<file path="config.mk">
export PLATFORM = sky130hd
export DESIGN_NAME = pfa_ctrl
export DESIGN_NICKNAME = d
export VERILOG_FILES = /design/src/pfa_pkg.sv /design/src/pfa_ctrl.sv
export VERILOG_INCLUDE_DIRS = /design/src /design/src/src
export SDC_FILE = /design/constraint.sdc
export NUM_CORES = 1
export LEC_CHECK = 0
export BUFFER_PORTS_ARGS = -buffer_cell sky130_fd_sc_hd__buf_2
export CAP_MARGIN = 20
export CORE_MARGIN = 2
export CORE_UTILIZATION = 28
export CTS_CLUSTER_SIZE = 30
export DETAILED_ROUTE_END_ITERATION = 10
export GPL_TIMING_DRIVEN = 0
export SETUP_SLACK_MARGIN = 0.05
export SYNTH_ARGS = -nofsm -noshare
export SYNTH_HDL_FRONTEND = slang
export SYNTH_SLANG_ARGS = --single-unit
export TNS_END_PERCENT = 5
</file>
<file path="constraint.sdc">
create_clock -name clock -period 2.87 [get_ports clock]
set_input_delay 0.574 -clock clock [delete_from_list [all_inputs] [get_ports clock]]
set_output_delay 0.574 -clock clock [all_outputs]
set_load 0.02 [all_outputs]
</file>
<file path="src/page_frame_allocator_assert.svh">
`ifndef PAGE_FRAME_ALLOCATOR_ASSERT_SVH
`define PAGE_FRAME_ALLOCATOR_ASSERT_SVH

// Same-cycle implication, disabled while reset is high.
`define PFA_ASSERT_NOW(label, clk, rst, ante, cons, msg) \
   label: assert property (@(posedge clk) disable iff (rst) (ante) |-> (cons)) \
      else $error(msg);

// Next-cycle implication, disabled while reset is high.
`define PFA_ASSERT_NEXT(label, clk, rst, ante, cons, msg) \
   label: assert property (@(posedge clk) disable iff (rst) (ante) |=> (cons)) \
      else $error(msg);

`endif

</file>
<file path="src/pfa_pkg.sv">
package pfa_pkg;

   localparam int NUM_PAGES_DEF   = 32768;
   localparam int CACHE_DEPTH_DEF = 16;
   localparam int PAGE_SIZE_DEF   = 4096;

   localparam int ADDR_W   = 39;
   localparam int CMD_W    = 2;
   localparam int COUNT_W  = 16;
   localparam int STATUS_W = 3;
   localparam int INDEX_W  = 2;
   localparam int WORD_W   = 64;
   localparam int BIT_W    = 6;

   localparam logic [ADDR_W-1:0] MAP_BASE_RST   = 39'h0080000000;
   localparam logic [ADDR_W-1:0] LOW_LIMIT_RST  = 39'h0080000000;
   localparam logic [ADDR_W-1:0] HIGH_LIMIT_RST = 39'h0088000000;

   localparam logic [INDEX_W-1:0] REG_MAP_BASE   = 2'd0;
   localparam logic [INDEX_W-1:0] REG_LOW_LIMIT  = 2'd1;
   localparam logic [INDEX_W-1:0] REG_HIGH_LIMIT = 2'd2;

   typedef enum logic [CMD_W-1:0] {
      CMD_ALLOC_ONE = 2'd0,
      CMD_ALLOC_RUN = 2'd1,
      CMD_FREE      = 2'd2,
      CMD_UNUSED    = 2'd3
   } cmd_type;

   typedef enum logic [STATUS_W-1:0] {
      STATUS_OK         = 3'd0,
      STATUS_NO_PAGE    = 3'd1,
      STATUS_NO_RUN     = 3'd2,
      STATUS_BAD_FREE   = 3'd3,
      STATUS_ZERO_COUNT = 3'd4
   } status_type;

   typedef enum logic [3:0] {
      OP_IDLE,
      OP_LOAD,
      OP_WIPE,
      OP_SCAN_RD,
      OP_ONE_CHK,
      OP_RUN_BIT,
      OP_CLR_RD,
      OP_CLR_WR,
      OP_FREE_RD,
      OP_FREE_WR,
      OP_POP,
      OP_PUSH
   } op_type;

   typedef struct packed {
      cmd_type cmd;
      logic    count_zero;
      logic    free_ok;
      logic    cache_empty;
      logic    cache_full;
      logic    word_last;
      logic    word_nz;
      logic    run_hit;
      logic    word_end;
      logic    clr_last;
   } dp_sts_type;

endpackage

</file>
<file path="src/pfa_ctrl.sv">
`include "page_frame_allocator_assert.svh"

module pfa_ctrl (
   input  logic                 clock,
   input  logic                 reset,
   input  logic                 start,
   output logic                 busy,
   output pfa_pkg::op_type      op,
   input  pfa_pkg::dp_sts_type  sts,
   output logic                 rsp_valid,
   output pfa_pkg::status_type  rsp_status
);
   import pfa_pkg::*;

   typedef enum logic [3:0] {
      S_WIPE,
      S_IDLE,
      S_DISPATCH,
      S_ONE_RD,
      S_ONE_CHK,
      S_RUN_RD,
      S_RUN_BIT,
      S_CLR_RD,
      S_CLR_WR,
      S_FREE_RD,
      S_FREE_WR
   } state_type;

   state_type  state_ff;
   logic       valid_ff;
   status_type status_ff;

   assign busy       = (state_ff != S_IDLE);
   assign rsp_valid  = valid_ff;
   assign rsp_status = status_ff;

   always_comb begin
      op = OP_IDLE;
      case (state_ff)
         S_WIPE:    op = OP_WIPE;
         S_IDLE:    op = start ? OP_LOAD : OP_IDLE;
         S_DISPATCH: begin
            case (sts.cmd)
               CMD_ALLOC_ONE: op = sts.cache_empty ? OP_IDLE : OP_POP;
               CMD_FREE: begin
                  if (sts.free_ok) begin
                     op = sts.cache_full ? OP_IDLE : OP_PUSH;
                  end
               end
               default:       op = OP_IDLE;
            endcase
         end
         S_ONE_RD:  op = OP_SCAN_RD;
         S_ONE_CHK: op = OP_ONE_CHK;
         S_RUN_RD:  op = OP_SCAN_RD;
         S_RUN_BIT: op = OP_RUN_BIT;
         S_CLR_RD:  op = OP_CLR_RD;
         S_CLR_WR:  op = OP_CLR_WR;
         S_FREE_RD: op = OP_FREE_RD;
         S_FREE_WR: op = OP_FREE_WR;
         default:   op = OP_IDLE;
      endcase
   end

   always_ff @(posedge clock) begin
      if (reset) begin
         state_ff  <= S_WIPE;
         valid_ff  <= 1'b0;
         status_ff <= STATUS_OK;
      end else begin
         valid_ff <= 1'b0;
         case (state_ff)
            S_WIPE: begin
               if (sts.word_last) begin
                  state_ff <= S_IDLE;
               end
            end
            S_IDLE: begin
               if (start) begin
                  state_ff <= S_DISPATCH;
               end
            end
            S_DISPATCH: begin
               case (sts.cmd)
                  CMD_ALLOC_ONE: begin
                     if (sts.cache_empty) begin
                        state_ff <= S_ONE_RD;
                     end else begin
                        state_ff  <= S_IDLE;
                        valid_ff  <= 1'b1;
                        status_ff <= STATUS_OK;
                     end
                  end
                  CMD_ALLOC_RUN: begin
                     if (sts.count_zero) begin
                        state_ff  <= S_IDLE;
                        valid_ff  <= 1'b1;
                        status_ff <= STATUS_ZERO_COUNT;
                     end else begin
                        state_ff <= S_RUN_RD;
                     end
                  end
                  CMD_FREE: begin
                     if (!sts.free_ok) begin
                        state_ff  <= S_IDLE;
                        valid_ff  <= 1'b1;
                        status_ff <= STATUS_BAD_FREE;
                     end else if (sts.cache_full) begin
                        state_ff <= S_FREE_RD;
                     end else begin
                        state_ff  <= S_IDLE;
                        valid_ff  <= 1'b1;
                        status_ff <= STATUS_OK;
                     end
                  end
                  default: begin
                     state_ff  <= S_IDLE;
                     valid_ff  <= 1'b1;
                     status_ff <= STATUS_OK;
                  end
               endcase
            end
            S_ONE_RD: state_ff <= S_ONE_CHK;
            S_ONE_CHK: begin
               if (sts.word_nz) begin
                  state_ff  <= S_IDLE;
                  valid_ff  <= 1'b1;
                  status_ff <= STATUS_OK;
               end else if (sts.word_last) begin
                  state_ff  <= S_IDLE;
                  valid_ff  <= 1'b1;
                  status_ff <= STATUS_NO_PAGE;
               end else begin
                  state_ff <= S_ONE_RD;
               end
            end
            S_RUN_RD: state_ff <= S_RUN_BIT;
            S_RUN_BIT: begin
               if (sts.run_hit) begin
                  state_ff <= S_CLR_RD;
               end else if (sts.word_end) begin
                  if (sts.word_last) begin
                     state_ff  <= S_IDLE;
                     valid_ff  <= 1'b1;
                     status_ff <= STATUS_NO_RUN;
                  end else begin
                     state_ff <= S_RUN_RD;
                  end
               end
            end
            S_CLR_RD: state_ff <= S_CLR_WR;
            S_CLR_WR: begin
               if (sts.clr_last) begin
                  state_ff  <= S_IDLE;
                  valid_ff  <= 1'b1;
                  status_ff <= STATUS_OK;
               end else begin
                  state_ff <= S_CLR_RD;
               end
            end
            S_FREE_RD: state_ff <= S_FREE_WR;
            S_FREE_WR: begin
               state_ff  <= S_IDLE;
               valid_ff  <= 1'b1;
               status_ff <= STATUS_OK;
            end
            default: state_ff <= S_IDLE;
         endcase
      end
   end

   `PFA_ASSERT_NOW(a_rsp_in_idle, clock, reset, valid_ff, state_ff == S_IDLE,
                   "response strobe outside the idle state")
   `PFA_ASSERT_NEXT(a_accept_dispatch, clock, reset, (state_ff == S_IDLE) && start,
                    (state_ff == S_DISPATCH) && !valid_ff,
                    "accepted request did not move to dispatch")
   `PFA_ASSERT_NOW(a_wipe_quiet, clock, reset, state_ff == S_WIPE, !valid_ff,
                   "response strobe during the clearing pass")

endmodule

</file>
==> results_dict.tcl <==
set metrics [dict create \
    outcome "finished clean" \
    numCtsBuffers 3 \
    yosys_warnings 0 \
    clk_pin_slew_ns 0.05 \
    timing.hold.ws_ns 0.4798 \
    port_buffers 21 \
    wl_per_cell_um 14.27 \
    core_area_mm2 0.002710 \
    syn_avg_cell_area_um2 8.056 \
    grt_max_degree 11 \
    die_x_um 57.10 \
    synth.distinct_cells 51 \
    synth_top_area_share_pct 20.29 \
    rsz0062_at_grt "no" \
    rows 19 \
    worstMarginPinSlew_ns 0.4769 \
    syn-instance-count 98 \
    skew_ns 0.001960 \
    synthArstFlopShare_pct 0 \
    p_leak_uw 0.0003825 \
    finalWirelength_um 2184 \
    routed-wl-met2_um 1074 \
    cp.arrival_ns 2.00 \
    die_area_mm2 0.003260 \
    dp_hpwl_um 1700 \
    top_layer "met3" \
    fin_crit_sh_pct 89.62 \
    post_drt_via_cell_ratio 5.667 \
    syn_area_um2 789.5 \
    io_pins 23 \
    rrSetupSlack_ns 1.13 \
    clk_path_buf_depth 2 \
    ctsHoldBuffers 0 \
    layout-drive-gt1-share_pct 31.15 \
    ys_ff_latch 8 \
    cts-resized-gates 0 \
    dr_total_vias 867 \
    fin_crit_ns 2.572 \
    ant_nets 0 \
    drc 0 \
    ff_latch_area_um2 160.2 \
    drt-met1-wl_um 980 \
    hold_path_depth 2 \
    path_max_fanout 9 \
    insertion_delay_ns 0.26 \
    syn-num-nets 112 \
    diodes 0 \
    synth_area_leaders "dfxtp_1 20%, nand2b_1 5.5%, nand2_1 3.8%, o32ai_4 3.5%, or4b_4 3.5%" \
    yosys.area.top_type "dfxtp_1" \
    post_cts_buffers 0 \
    drtIter0Drc 27 \
    vdd_ir_drop_max_v 0.0001856 \
    tritoncts "done" \
    reg2regPathDepth 6 \
    slew_viol_final 0 \
    h-tree-depth 1 \
    initial_utilization_pct 29.13 \
    area_growth_pct 21.08 \
    relSlewSlack_pct 67.78 \
    met3_length_um 130 \
    ctsRootBufferMaster "clkbuf_4" \
    grt_pass1_wl_um 3767 \
    grt.overflow.total 0 \
    yosys-top-cells-count "8 x dfxtp_1, 8 x nand2_1, 7 x nand2b_1, 6 x nor2_1" \
    setup_tns_ns 0 \
    multi_input_area_um2 580.6 \
    antenna_found_initial 0 \
    grt_pass1_vias 805 \
    drtPass1Iterations 4 \
    power.density_mw_per_mm2 301.1 \
    synth_edf_count 0 \
    timing.fmax_mhz 388.8 \
    synth_ff_type "dfxtp_1" \
    finalNetCount 138 \
    start_kind "flip-flop" \
    hold_class "flip-flop to flip-flop" \
    gp_congestion 0.8695 \
    cap_violations 0 \
    end_kind "output pin" \
    fill_cells 299 \
    cp.required_ns 2.30 \
    finalSetupViolCount 0 \
    die_y_um 57.10 \
    critical_path_class "flip-flop to output pin" \
    clock_sinks 8 \
    hold_viol 0 \
    synth_seq_area_share_pct 20.29 \
    grt_usage_pct 14.24 \
]
[layout by cell type (no fill, tap or decap), types with 2 or more instances in the layout]
cell type / count
or3_1: 2
clkbuf_1: 2
a311oi_1: 3
o21ai_0: 5
or4b_4: 2
clkbuf_4: 3
a211oi_1: 2
inv_1: 3
nor3_1: 2
nand2_1: 8
nor2_1: 6
a21o_1: 2
or2_2: 2
dfxtp_1: 8
nand2b_1: 7
a21oi_1: 5
buf_2: 24
nor2b_1: 2
[sequential cells by signal (all words and copies together), names as in the netlist]
signal / flops
state_ff: 4
rsp_valid: 1
rsp_status: 3
[final cells by class]
type,count,share of cell area (%)
Clock buffer,3,2.356
Sequential cell,8,16.75
Inverter,3,1.178
Tap cell,31,4.058
Buffer,7,3.927
Timing Repair Buffer,21,10.99
Multi-Input combinational cell,80,60.73
[path summary, 6_finish.rpt]
kind                                    start            end
worst min-delay path            rsp_status[2]  rsp_status[2]
worst max register to register    state_ff[0]    state_ff[0]
worst min register to register  rsp_status[2]  rsp_status[2]
worst max-delay path              state_ff[3]          op[1]
[power breakdown]
group / total (µW) / leakage (µW) / switching [µW] / internal [µW]
Clock: 88.4 / 0.0000138 / 40.4 / 48.0
Sequential: 117 / 0.0000648 / 2.47 / 114
Combinational: 82.8 / 0.000304 / 49.6 / 33.2
Total: 288 / 0.000382 / 92.5 / 195
[through the flow]
stage          worst slack [ns]  utilization (%)  area (µm²)  std cells  power (µW)
2_1_floorplan            0.6866                -       789.5         98       171.4
3_3_place_gp             0.3853            34.44       933.4        150       200.2
3_5_place_dp             0.3972            34.44       933.4        150       200.8
4_1_cts                  0.3235            35.27       955.9        153       290.9
5_1_grt                  0.1367            35.27       955.9        153       305.6
6_report                 0.2978            35.27       955.9        153       287.8
[logic make-up (layout without fill, tap and decap cells)]
kind of cell           count (synthesis)  count (layout)  synth area share (%)
AND/OR/NAND/NOR                       42              42                 33.44
AO/OA/AOI/OAI                         34              34                 34.71
buffers and inverters                 10              34                 6.180
flip-flops                             8               8                 20.28
XOR/XNOR                               2               2                 2.219
multiplexers                           2               2                 3.169
[per-layer routing]
metal / vias to the layer above / global-route usage, %
li1: 422 / -
met1: 419 / 19.69
met2: 26 / 23.15
met3: 0 / 3.401
met4: 0 / 1.993
met5: - / 0
[worst max-delay path, cell delays in order (launching register included)]
cell and delay (ns):
dfxtp_1 0.31, buf_6 0.13, or4b_4 0.57, nor4_1 0.37
a21oi_1 0.08, o31ai_1 0.08, buf_2 0.20
Power figures use the tool's default switching activity.
